`config.mk`:
```
export PLATFORM = sky130hd
export DESIGN_NAME = pixel_format_to_rgba8888_top
export DESIGN_NICKNAME = d
export VERILOG_FILES = /design/src/pfc_pkg.sv /design/src/pfc_convert.sv /design/src/pixel_format_to_rgba8888_top.sv
export SDC_FILE = /design/constraint.sdc
export NUM_CORES = 1
export LEC_CHECK = 0
export BUFFER_PORTS_ARGS = -buffer_cell sky130_fd_sc_hd__buf_2
export CORE_UTILIZATION = 35
export CTS_BUF_LIST = sky130_fd_sc_hd__clkbuf_4
export DETAILED_ROUTE_END_ITERATION = 8
export HOLD_SLACK_MARGIN = 0.15
export PLACE_DENSITY_LB_ADDON = 0.05
export SYNTH_ARGS = -nofsm -noshare
export SYNTH_HDL_FRONTEND = slang
export SYNTH_SLANG_ARGS = --single-unit
export TNS_END_PERCENT = 1
```
`constraint.sdc`:
```
create_clock -name clk -period 5.4 [get_ports clk]
set_input_delay 0.81 -clock clk [delete_from_list [all_inputs] [get_ports clk]]
set_output_delay 0.81 -clock clk [all_outputs]
set_load 0.03 [all_outputs]
```
`src/pfc_pkg.sv`:
```
// Shared types and codes for the pixel format converter.
package pfc_pkg;

  typedef logic [2:0] fmt_t;

  localparam fmt_t FMT_8888 = 3'd0;
  localparam fmt_t FMT_888  = 3'd1;
  localparam fmt_t FMT_4444 = 3'd2;
  localparam fmt_t FMT_565  = 3'd3;
  localparam fmt_t FMT_1555 = 3'd4;

  typedef logic [1:0] cfg_idx_t;

  localparam cfg_idx_t CFG_SOURCE_FORMAT = 2'd0;
  localparam cfg_idx_t CFG_DEST_FORMAT   = 2'd1;
  localparam cfg_idx_t CFG_SWAP_RGB      = 2'd2;

  localparam int unsigned PIXEL_W   = 32;
  localparam int unsigned CFG_DATA_W = 3;

  typedef logic [PIXEL_W-1:0] pixel_t;

  typedef struct packed {
    fmt_t src_fmt;
    fmt_t dst_fmt;
    logic swap_rgb;
  } cfg_t;

endpackage

```
`src/pfc_convert.sv`:
```
// Combinational conversion of one source pixel word to the destination layout.
module pfc_convert (
  input  pfc_pkg::cfg_t   cfg,
  input  pfc_pkg::pixel_t src_pixel,
  output pfc_pkg::pixel_t dst_pixel,
  output logic            ok
);

  // floor(v * 255 / 31) = 8v + floor(7v / 31); the quotient uses a reciprocal of 265/8192
  function automatic logic [7:0] scale5(input logic [4:0] v);
    logic [7:0]  t;
    logic [15:0] prod;
    begin
      t    = 8'(v) * 8'd7;
      prod = 16'(t) * 16'd265;
      scale5 = {v, 3'b000} + 8'(prod[15:13]);
    end
  endfunction

  // floor(v * 255 / 63) = 4v + floor(v / 21)
  function automatic logic [7:0] scale6(input logic [5:0] v);
    logic [1:0] q;
    begin
      if (v >= 6'd63) begin
        q = 2'd3;
      end else if (v >= 6'd42) begin
        q = 2'd2;
      end else if (v >= 6'd21) begin
        q = 2'd1;
      end else begin
        q = 2'd0;
      end
      scale6 = {v, 2'b00} + 8'(q);
    end
  endfunction

  // nibble times 17 is the nibble repeated
  function automatic logic [7:0] expand4(input logic [3:0] n);
    expand4 = {n, n};
  endfunction

  logic [7:0]  b0, b1, b2;
  logic [15:0] w;

  assign b0 = src_pixel[7:0];
  assign b1 = src_pixel[15:8];
  assign b2 = src_pixel[23:16];
  assign w  = src_pixel[15:0];

  always_comb begin
    dst_pixel = '0;
    ok        = 1'b0;
    if (cfg.src_fmt == cfg.dst_fmt) begin
      case (cfg.src_fmt)
        pfc_pkg::FMT_8888: begin
          dst_pixel = src_pixel;
          ok        = 1'b1;
        end
        pfc_pkg::FMT_888: begin
          dst_pixel = {8'h00, src_pixel[23:0]};
          ok        = 1'b1;
        end
        pfc_pkg::FMT_4444, pfc_pkg::FMT_565, pfc_pkg::FMT_1555: begin
          dst_pixel = {16'h0000, w};
          ok        = 1'b1;
        end
        default: begin
          dst_pixel = '0;
          ok        = 1'b0;
        end
      endcase
    end else if (cfg.dst_fmt == pfc_pkg::FMT_8888) begin
      case (cfg.src_fmt)
        pfc_pkg::FMT_888: begin
          dst_pixel = cfg.swap_rgb ? {8'hFF, b0, b1, b2} : {8'hFF, b2, b1, b0};
          ok        = 1'b1;
        end
        pfc_pkg::FMT_4444: begin
          dst_pixel = {expand4(b1[7:4]), expand4(b1[3:0]),
                       expand4(b0[7:4]), expand4(b0[3:0])};
          ok        = 1'b1;
        end
        pfc_pkg::FMT_565: begin
          dst_pixel = {8'hFF, scale5(w[15:11]), scale6(w[10:5]), scale5(w[4:0])};
          ok        = 1'b1;
        end
        pfc_pkg::FMT_1555: begin
          dst_pixel = {{8{w[15]}}, scale5(w[14:10]), scale5(w[9:5]), scale5(w[4:0])};
          ok        = 1'b1;
        end
        default: begin
          dst_pixel = '0;
          ok        = 1'b0;
        end
      endcase
    end
  end

endmodule

```
`src/pixel_format_to_rgba8888_top.sv`:
```
// Top level of the pixel format converter: stream channels, registers and pipeline.
//
// Usage:
//   in_*  : source pixel requests; in_tdata[31:0] is src_pixel, byte 0 in bits 7:0,
//           16-bit formats little-endian in the low half.
//   out_* : converted pixel requests; out_tdata[31:0] is dst_pixel, out_tuser[0] is ok.
//           A failed combination delivers ok=0 with a zero pixel.
//   cfg_* : register writes; index 0 source_format, 1 dest_format, 2 swap_rgb.
//           Indexes beyond that are accepted and dropped. cfg_ready is always high.
//           Write the registers only while no request is in flight.
// Path: an accepted request passes the input register, then the result register with the
//   conversion logic in between.
// Throughput: one pixel per cycle; the conversion is a single shallow pass and both
//   stages advance together whenever the result register is free or being taken.
// Reset (rst_n low, synchronous): both stages empty, source_format = 888,
//   dest_format = 8888, swap_rgb = 0.
// Stall: when out_tready is low the result holds, the input register fills, and
//   in_tready drops until the result is taken; no request is lost or repeated.
module pixel_format_to_rgba8888_top (
  input  logic        clk,
  input  logic        rst_n,
  // input channel
  input  logic        in_tvalid,
  output logic        in_tready,
  input  logic [31:0] in_tdata,   // [31:0] src_pixel
  // result channel
  output logic        out_tvalid,
  input  logic        out_tready,
  output logic [31:0] out_tdata,  // [31:0] dst_pixel
  output logic [0:0]  out_tuser,  // [0] ok
  // configuration channel
  input  logic        cfg_valid,
  output logic        cfg_ready,
  input  logic [1:0]  cfg_index,
  input  logic [2:0]  cfg_data
);

  // configuration registers
  pfc_pkg::fmt_t src_fmt_r;
  pfc_pkg::fmt_t dst_fmt_r;
  logic          swap_rgb_r;
  pfc_pkg::cfg_t cfg;

  logic cfg_fire;

  assign cfg_ready = 1'b1;
  assign cfg_fire  = cfg_valid & cfg_ready;

  always_ff @(posedge clk) begin
    if (!rst_n) begin
      src_fmt_r  <= pfc_pkg::FMT_888;
      dst_fmt_r  <= pfc_pkg::FMT_8888;
      swap_rgb_r <= 1'b0;
    end else if (cfg_fire) begin
      case (cfg_index)
        pfc_pkg::CFG_SOURCE_FORMAT: src_fmt_r  <= cfg_data;
        pfc_pkg::CFG_DEST_FORMAT:   dst_fmt_r  <= cfg_data;
        pfc_pkg::CFG_SWAP_RGB:      swap_rgb_r <= cfg_data[0];
        default: ;  // drop writes beyond the register list
      endcase
    end
  end

  assign cfg = '{src_fmt: src_fmt_r, dst_fmt: dst_fmt_r, swap_rgb: swap_rgb_r};

  // pipeline control
  logic            in_valid_r;
  pfc_pkg::pixel_t in_pixel_r;
  logic            out_valid_r;
  pfc_pkg::pixel_t out_pixel_r;
  logic            out_ok_r;

  logic            in_fire;
  logic            out_free;
  logic            in_adv;
  pfc_pkg::pixel_t conv_pixel;
  logic            conv_ok;

  // result register is free when empty or being taken this cycle
  assign out_free  = ~out_valid_r | out_tready;
  assign in_adv    = in_valid_r & out_free;
  assign in_tready = ~in_valid_r | out_free;
  assign in_fire   = in_tvalid & in_tready;

  always_ff @(posedge clk) begin
    if (!rst_n) begin
      in_valid_r <= 1'b0;
    end else if (in_tready) begin
      in_valid_r <= in_tvalid;
    end
  end

  // payload holds unless a new request is taken
  always_ff @(posedge clk) begin
    if (in_fire) begin
      in_pixel_r <= in_tdata;
    end
  end

  pfc_convert u_convert (
    .cfg       (cfg),
    .src_pixel (in_pixel_r),
    .dst_pixel (conv_pixel),
    .ok        (conv_ok)
  );

  always_ff @(posedge clk) begin
    if (!rst_n) begin
      out_valid_r <= 1'b0;
    end else if (out_free) begin
      out_valid_r <= in_valid_r;
    end
  end

  always_ff @(posedge clk) begin
    if (in_adv) begin
      out_pixel_r <= conv_pixel;
      out_ok_r    <= conv_ok;
    end
  end

  assign out_tvalid   = out_valid_r;
  assign out_tdata    = out_pixel_r;
  assign out_tuser[0] = out_ok_r;

`ifndef SYNTHESIS
  // a failed conversion always carries a zero pixel
  a_fail_zero: assert property (@(posedge clk) disable iff (!rst_n)
    out_tvalid && !out_tuser[0] |-> out_tdata == '0)
    else $error("failed conversion with nonzero pixel");

  // the input side stalls only when the input register is full and cannot advance
  a_stall_cause: assert property (@(posedge clk) disable iff (!rst_n)
    !in_tready |-> in_valid_r && out_valid_r && !out_tready)
    else $error("input stalled without a blocked pipeline");

  // an accepted request occupies the input register next cycle
  a_in_capture: assert property (@(posedge clk) disable iff (!rst_n)
    in_fire |=> in_valid_r)
    else $error("accepted request not captured");

  // an advancing request shows up as a result next cycle
  a_in_to_out: assert property (@(posedge clk) disable iff (!rst_n)
    in_adv |=> out_tvalid)
    else $error("advanced request did not reach the result register");

  // reset empties the result register
  a_reset_empty: assert property (@(posedge clk)
    !rst_n |=> !out_tvalid)
    else $error("result valid right after reset");
`endif

endmodule
```
==> results.ini, run 1 <==
[status]
status=finished clean

[global_routing]
gr-total-overflow=0
grt_pass1_wl_um=25300
antenna_found_initial=0
grt_max_degree=34
grt_usage_pct=17.8
first_global_vias=4727

[synthesis]
async_flop_share_pct=0
synthCells=608
synth_cell_type_count=63
synth_top_area_cell=edfxtp_1
synthFlopType=edfxtp_1
synth_top_area_share_pct=30.6
synth_area_leaders=edfxtp_1 31%, ha_1 23%, fa_1 6.9%
synth-edff-count=65
synth_area_um2=6380
yosysMostFrequentCell=ha_1
syn_nets=789
ys_seq_elements=74
syn-mean-instance-area_um2=10.5
synth_warnings=0
ys_top_cells_by_count=117 x ha_1, 65 x edfxtp_1, 55 x inv_1
seq_area_frac_synth_pct=33.4

[timing]
layout_setup_ws_ns=0.327
fin_skew_ns=0.0157
hold_viol_final=0
period_needed_ns=5.07
setup_violations=0
max_freq_mhz=197
fin_setup_tns_ns=0
relSlewSlack_pct=28.2
drv_slew=0
timing.hold.ws_ns=0.503
rsz0062_at_grt=no
tightest_slew_ns=1.07
finalCritPeriodShare_pct=93.9

[run]
drv_cap=0

[die]
start_util_pct=36.4
io_pins=78
fp.dieH_um=137
dieArea_um2=18800
floorplan.rows=48
die_w_um=137
fp.coreArea_um2=17500

[setup_path]
cp_common_cell=ha_1
crit_path_start_kind=register
cp_data_arrival_time_ns=5.26
critPathTopFamily=adder cells
crit_type=reg -> reg
crit_slowest_cell=fa_1
crit_fanout=9
crit_buf_inv=3
slowest_delay_ns=0.66
required_ns=5.59
r2r_slack_ns=0.33
worstPathCellList=fa_1, ha_1, inv_1, fa_1, xnor2_1, ha_1, inv_1, fa_1, inv_1, ha_1, ha_1, a31oi_1, o41ai_4, a311oi_2, nor3_1, a221oi_2, o21ai_1
end_kind=register

[power_and_ir_drop]
power.leakage_uw=0.00330
seqPwrFrac_pct=34.4
p_sw_share_pct=40.1
clockPowerShare_pct=19.2
switchingPower_uw=814
finalPower_uw=2030
power_density_nw_per_um2=281
max-vdd-ir-drop_mv=0.0935
power.internal_uw=1220
pwr-share-comb_pct=46.3

[route]
wire_per_inst_um=17.1
via_per_inst=5.29
wl_um=15700
via_count=4861
dr.first_iter.drc_count=355
drc=0
dr.pass1.iters=5
ant_nets=0

[cts]
clockBufferDepth=2
cts_buffers=9
clock_sinks=74
clkTransAtPathRegs_ns=0.15
hold_buffers=0
cts_max_level=3
cts_root_buf=clkbuf_4
cts_tree=done
clk_latency_ns=0.46

[layout]
layout.cells.non_filler=919
multiInputGateArea_um2=3970
diodes=0
regArea_um2=2130
nNetsFinal=870
layout-drive-gt1-share_pct=17.4
syn_to_final_growth_pct=13.3
fillers=1774

[worst_hold_path]
min_path_type=in -> reg

[place]
gp_congestion=0.813
place_inst=903
dp_hpwl_um=12500
dpl_worst_slack_ns=0.210
io_buffers=76

## cells in the final DEF, fill, tap and decap left out, types with 3 or more instances in the layout
cell,n
o22ai_1,4
buf_2,76
and3_1,7
clkbuf_4,9
inv_1,55
nand3_1,7
a21oi_1,25
a211oi_1,5
xor2_1,4
nand2b_1,5
o21ai_1,4
fa_1,22
a21o_1,20
ha_1,117
a221o_1,4
o21a_1,3
a31oi_1,8
nor3b_1,4
a222oi_1,4
nand2_1,46
o21ai_0,34
and2_1,5
buf_4,14
inv_6,3
o221ai_1,3
nor2_1,22
edfxtp_1,65
nand4_1,4
xnor2_1,12
nand3b_1,7
dfxtp_1,9
nor3_1,5
mux2i_1,14
a22oi_1,10
nor2b_1,14
a221oi_1,5
## state kept, by name (all words and copies together), names as in the netlist
| signal | count |
|---|---|
| out_tvalid | 1 |
| swap_rgb_r | 1 |
| in_valid_r | 1 |
| in_pixel_r | 32 |
| src_fmt_r | 3 |
| out_tuser | 1 |
| dst_fmt_r | 3 |
| out_tdata | 32 |
## logic make-up after synthesis
group | after synthesis | synth area share, %
AOI/OAI and AO/OA | 147 | 15.7
adders and majority gates | 139 | 29.9
and+or+nand+nor | 138 | 11.2
buffers and inverters | 76 | 4.79
DFF | 74 | 33.4
xor gates and xnor gates | 17 | 2.34
muxes | 16 | 2.55
other | 1 | 0.0588
## worst paths after layout
check                  from             end  cells after the start
min            in_tdata[25]  in_pixel_r[25]                      1
max reg2reg  in_pixel_r[11]   out_tdata[18]                     17
min reg2reg  in_pixel_r[27]   out_tdata[27]                      2
max          in_pixel_r[11]   out_tdata[18]                     17
## power by group through the flow
| stage | Clock (uW) | Sequential (uW) | Combinational, uW |
|---|---|---|---|
| 2_1_floorplan | 0 | 743 | 664 |
| 3_3_place_gp | 0 | 713 | 912 |
| 3_5_place_dp | 0 | 713 | 940 |
| 4_1_cts | 409 | 700 | 950 |
| 5_1_grt | 433 | 704 | 1090 |
| 6_report | 391 | 699 | 941 |
## area by class of cell
| type | instances | share of cell area (%) |
|---|---|---|
| inverters | 56 | 2.91 |
| well taps | 225 | 3.90 |
| multi-input cells | 458 | 54.9 |
| repair buffers | 90 | 6.72 |
| clock inverters | 7 | 1.14 |
| clock buffers | 9 | 0.935 |
| flip-flops and latches | 74 | 29.5 |
## through the flow
stage	cell area [um^2]	util (%)
final	7230	41.2
after global routing	7230	41.2
after CTS	7210	41.1
after detailed placement	7060	40.2
after global placement	7060	40.2
after floorplan	6380	-
## routing by layer
metal / up-vias / GRT usage [%] / wire length (um) / part of all wire (%)
li1: 2391 / - / - / -
met3: 10 / 3.67 / 578 / 3.7
met2: 95 / 29.5 / 7670 / 49
met5: - / 0 / 0 / 0
met1: 2365 / 23.8 / 7330 / 47
met4: 0 / 3.60 / 170 / 1.1
## repair_timing
item                       CTS  global route
setup buffers                0             0
setup endpoints to repair    0             2
resized for setup            0             4
No activity file was read; power rests on OpenSTA's default activity.
==> inputs of run 2 (changes only) <==
PLACE_DENSITY = 0.66   (was default)
PLACE_DENSITY_LB_ADDON = default   (was 0.05)
clock period = 4.42 ns   (was 5.4 ns; I/O delays follow)
==> results.ini, run 2 (synthesis gave the netlist of run 1 again) <==
[setup_path]
rr_endpoint=out_tdata[18]
crit_path_start=in_pixel_r[12]
slowest_delay_ns=0.56
worstPathCellList=buf_4, fa_2, inv_1, fa_2, xnor2_2, ha_2, inv_1, fa_1, inv_2, ha_4, ha_4, nand2_4, o41ai_4, a311oi_2, o311a_1, a221oi_2, o21ai_1
end_kind=register
required_ns=4.63
cp_data_arrival_time_ns=4.77
crit_type=reg -> reg
endpoint=out_tdata[18]
r2r_slack_ns=-0.14
r2r-start=in_pixel_r[12]
crit_fanout=3
crit_path_start_kind=register
crit_slowest_cell=fa_2
reg2reg_depth=17

[timing]
fin_skew_ns=0.0159
tightest_slew_ns=1.03
relSlewSlack_pct=30.9
period_needed_ns=4.56
hold_viol_final=0
layout_setup_ws_ns=-0.139
setup_violations=8
finalCritPeriodShare_pct=103
fin_setup_tns_ns=-0.446
max_freq_mhz=219
rsz0062_at_grt=yes
drv_slew=0

[place]
place_inst=944
io_buffers=76
gp_congestion=0.856
dpl_worst_slack_ns=-0.273
placed_area_um2=7490
dp_hpwl_um=12300

[power_and_ir_drop]
power_density_nw_per_um2=349
switchingPower_uw=1120
finalPower_uw=2800
p_sw_share_pct=40.0
clockPowerShare_pct=14.2
pwr-share-comb_pct=55.5
power.leakage_uw=0.00359
max-vdd-ir-drop_mv=0.156
power.internal_uw=1680
seqPwrFrac_pct=30.3

[status]
status=complete, but fails checks
violations=negative setup slack

[cts]
clk_latency_ns=0.47
clock_sinks=74
cts_max_level=3
clkTransAtPathRegs_ns=0.14
clockBufferDepth=2
cts_root_buf=clkbuf_4
cts_buffers=9
cts_tree=done
hold_buffers=0

[die]
fp.coreArea_um2=17500
dieArea_um2=18800
io_pins=78
floorplan.rows=48
die_w_um=137
fp.dieH_um=137
start_util_pct=36.4

[route]
wire_per_inst_um=16.4
wl_um=15900
dr.first_iter.drc_count=317
ant_nets=0
via_count=5092
dr.pass1.iters=5
via_per_inst=5.24
drc=0

[layout]
syn_to_final_growth_pct=25.6
layout-drive-gt1-share_pct=31.9
layout.cells.non_filler=972
diodes=0
nNetsFinal=923
design_area_um2=8010
mostFrequentLayoutCells=94 x ha_1, 76 x buf_2, 65 x edfxtp_1, 65 x buf_4, 50 x inv_1
mostFrequentLayoutCell=ha_1
fillers=1636

[global_routing]
antenna_found_initial=0
grt_pass1_wl_um=25200
grt_usage_pct=17.6
first_global_vias=5084
gr-total-overflow=0
grt_max_degree=34

[worst_hold_path]
min_path_type=in -> reg

[run]
drv_cap=0

-- run 2: power by group through the flow --
stage | clock, uW | combinational, uW | sequential, uW
3_5_place_dp | 0 | 1320 | 865
6_report | 396 | 1550 | 847
4_1_cts | 417 | 1390 | 849
3_3_place_gp | 0 | 1280 | 865
5_1_grt | 432 | 1760 | 853
2_1_floorplan | 0 | 885 | 908
-- run 2: layout make-up --
cell class	instances	area, um^2	area share, %
repair buffers	143	891	11.1
flip-flops and latches	74	2130	26.6
clock buffers	10	75.1	0.937
multi-input cells	458	4380	54.7
inverters	56	210	2.62
well taps	225	282	3.52
clock inverters	6	40.0	0.500
-- run 2: metrics by stage --
| step | hold WS, ns | util (%) |
|---|---|---|
| global route | 0.319 | 45.7 |
| detailed placement | 0.506 | 42.7 |
| global placement | 0.496 | 42.7 |
| finish | 0.354 | 45.7 |
| CTS | 0.303 | 44.0 |
| floorplan | 0.477 | - |
-- run 2: critical path: cells and delay by family, from the launching register on --
kind	cells	cell delay, ns
compound gates	5	1.10
xor+xnor	1	0.17
fa+ha+maj	6	2.18
buf+inv	4	0.34
flops	1	0.47
simple gates	1	0.06
-- run 2: how the worst min path moves through the flow --
stage                         startpoint             end  cells past startpoint
after floorplan               in_valid_r      out_tvalid                      1
after global placement    in_pixel_r[31]   out_tdata[31]                      2
after detailed placement  in_pixel_r[24]   out_tdata[24]                      1
after CTS                   in_tdata[30]  in_pixel_r[30]                      1
after global routing        in_tdata[26]  in_pixel_r[26]                      1
final                       in_tdata[11]  in_pixel_r[11]                      1
-- run 2: metal layers --
metal	part of all wire, %	track usage (%)	wire, um
met1	43	21.3	6860
met2	50	30.9	7940
met3	4.7	3.48	753
met4	2.3	5.80	364
met5	0	0	0
-- run 2: timing repair --
item / CTS / global route
resized for setup: 18 / 44
buffers inserted: 2 / 10
hold endpoints to repair: 0 / 0
pin swaps: 10 / 29
endpoints found under the setup margin: 8 / 9
gates cloned: 0 / 0
==> inputs of run 3 (changes only) <==
SETUP_SLACK_MARGIN = 0.15   (was default)
==> results.ini, run 3 (synthesis gave the netlist of run 1 again) <==
[route]
wl_um=16000
drc=0
ant_nets=0
wire_per_inst_um=16.5
dr.first_iter.drc_count=285
via_count=5088
dr.pass1.iters=6
via_per_inst=5.24

[setup_path]
r2r_slack_ns=-0.14
crit_type=reg -> reg
end_kind=register
cp_data_arrival_time_ns=4.77
required_ns=4.63
crit_fanout=3
crit_path_start_kind=register

[timing]
hold_viol_final=0
layout_setup_ws_ns=-0.137
timing.hold.ws_ns=0.356
drv_slew=0
finalCritPeriodShare_pct=103
tightest_slew_ns=1.05
fin_skew_ns=0.0142
relSlewSlack_pct=30.2
max_freq_mhz=219
fin_setup_tns_ns=-0.437
period_needed_ns=4.56
setup_violations=8
rsz0062_at_grt=yes

[global_routing]
gr-total-overflow=0
antenna_found_initial=0
grt_pass1_wl_um=25200
grt_usage_pct=17.6
grt_max_degree=34
first_global_vias=5093

[layout]
layout-drive-gt1-share_pct=31.6
nNetsFinal=922
diodes=0
syn_to_final_growth_pct=25.5
mostFrequentLayoutCell=ha_1
mostFrequentLayoutCells=94 x ha_1, 76 x buf_2, 65 x edfxtp_1

[cts]
cts_root_buf=clkbuf_4
clockBufferDepth=2
cts_buffers=9
clkTransAtPathRegs_ns=0.13
clk_latency_ns=0.47
cts_max_level=3
clock_sinks=74
cts_tree=done

[place]
dp_hpwl_um=12300
gp_congestion=0.856
io_buffers=76

[power_and_ir_drop]
power_density_nw_per_um2=349
finalPower_uw=2800
power.leakage_uw=0.00359
max-vdd-ir-drop_mv=0.157

[status]
violations=negative setup slack
status=complete, but fails checks

[die]
dieArea_um2=18800
floorplan.rows=48
fp.coreArea_um2=17500
start_util_pct=36.4
die_w_um=137
fp.dieH_um=137
io_pins=78

[worst_hold_path]
min_path_type=in -> reg

[run]
drv_cap=0

run 3: cell types whose count changed in the layout (fill, tap and decap cells not counted):
cell	previous run	this run
inv_2	6	5
inv_1	50	51
buf_4	65	64
run 3: timing repair:
action                     CTS  global route
pin swaps                   10            30
hold buffers                 0             0
setup buffers                2             9
gates resized for setup     20            41
setup endpoints to repair    9             9
gates cloned                 0             0
run 3: final cells by class:
cell class | count | area [um^2]
fillers | 1634 | 9540
multi-input cells | 458 | 4380
clock inverters | 6 | 40.0
repair buffers | 142 | 883
clock buffers | 10 | 75.1
inverters | 56 | 210
flip-flops and latches | 74 | 2130
well taps | 225 | 282
run 3: metrics by stage:
step,cell area (um^2),cells,setup slack (ns),utilization [%]
final,8000,971,-0.137,45.6
after global routing,8000,971,-0.317,45.6
after CTS,7720,962,-0.194,44.0
after detailed placement,7490,944,-0.273,42.7
after global placement,7490,944,-0.173,42.7
after floorplan,6500,608,-0.0353,-
run 3: worst paths after layout:
check	to	cells past startpoint	from
min	in_pixel_r[11]	1	in_tdata[11]
max	out_tdata[18]	17	in_pixel_r[12]
min reg2reg	out_tdata[27]	2	in_pixel_r[27]
max reg2reg	out_tdata[18]	17	in_pixel_r[12]
run 3: power by group:
part	switching [uW]	leakage [uW]	total, uW	internal (uW)
combinational	817	0.00282	1550	735
sequential	29.4	0.000695	848	818
clock	273	0.0000714	396	124
total	1120	0.00359	2800	1680
run 3: worst max-delay path: stages, from the launching register on:
cell and delay, ns:
edfxtp_1 0.47, buf_4 0.18, fa_2 0.56, inv_1 0.07, fa_2 0.42, xnor2_2 0.17
ha_2 0.19, inv_1 0.04, fa_1 0.51, inv_2 0.05, ha_4 0.21, ha_4 0.29
nand2_4 0.06, o41ai_4 0.31, a311oi_2 0.17, o311a_1 0.32, a221oi_2 0.19, o21ai_1 0.10
run 3: per-layer routing:
layer | track usage (%) | wire length [um] | vias to the layer above
met2 | 30.9 | 7950 | 147
met3 | 3.48 | 824 | 35
met4 | 5.80 | 355 | 0
li1 | - | - | 2491
met5 | 0 | 0 | -
met1 | 21.4 | 6870 | 2415
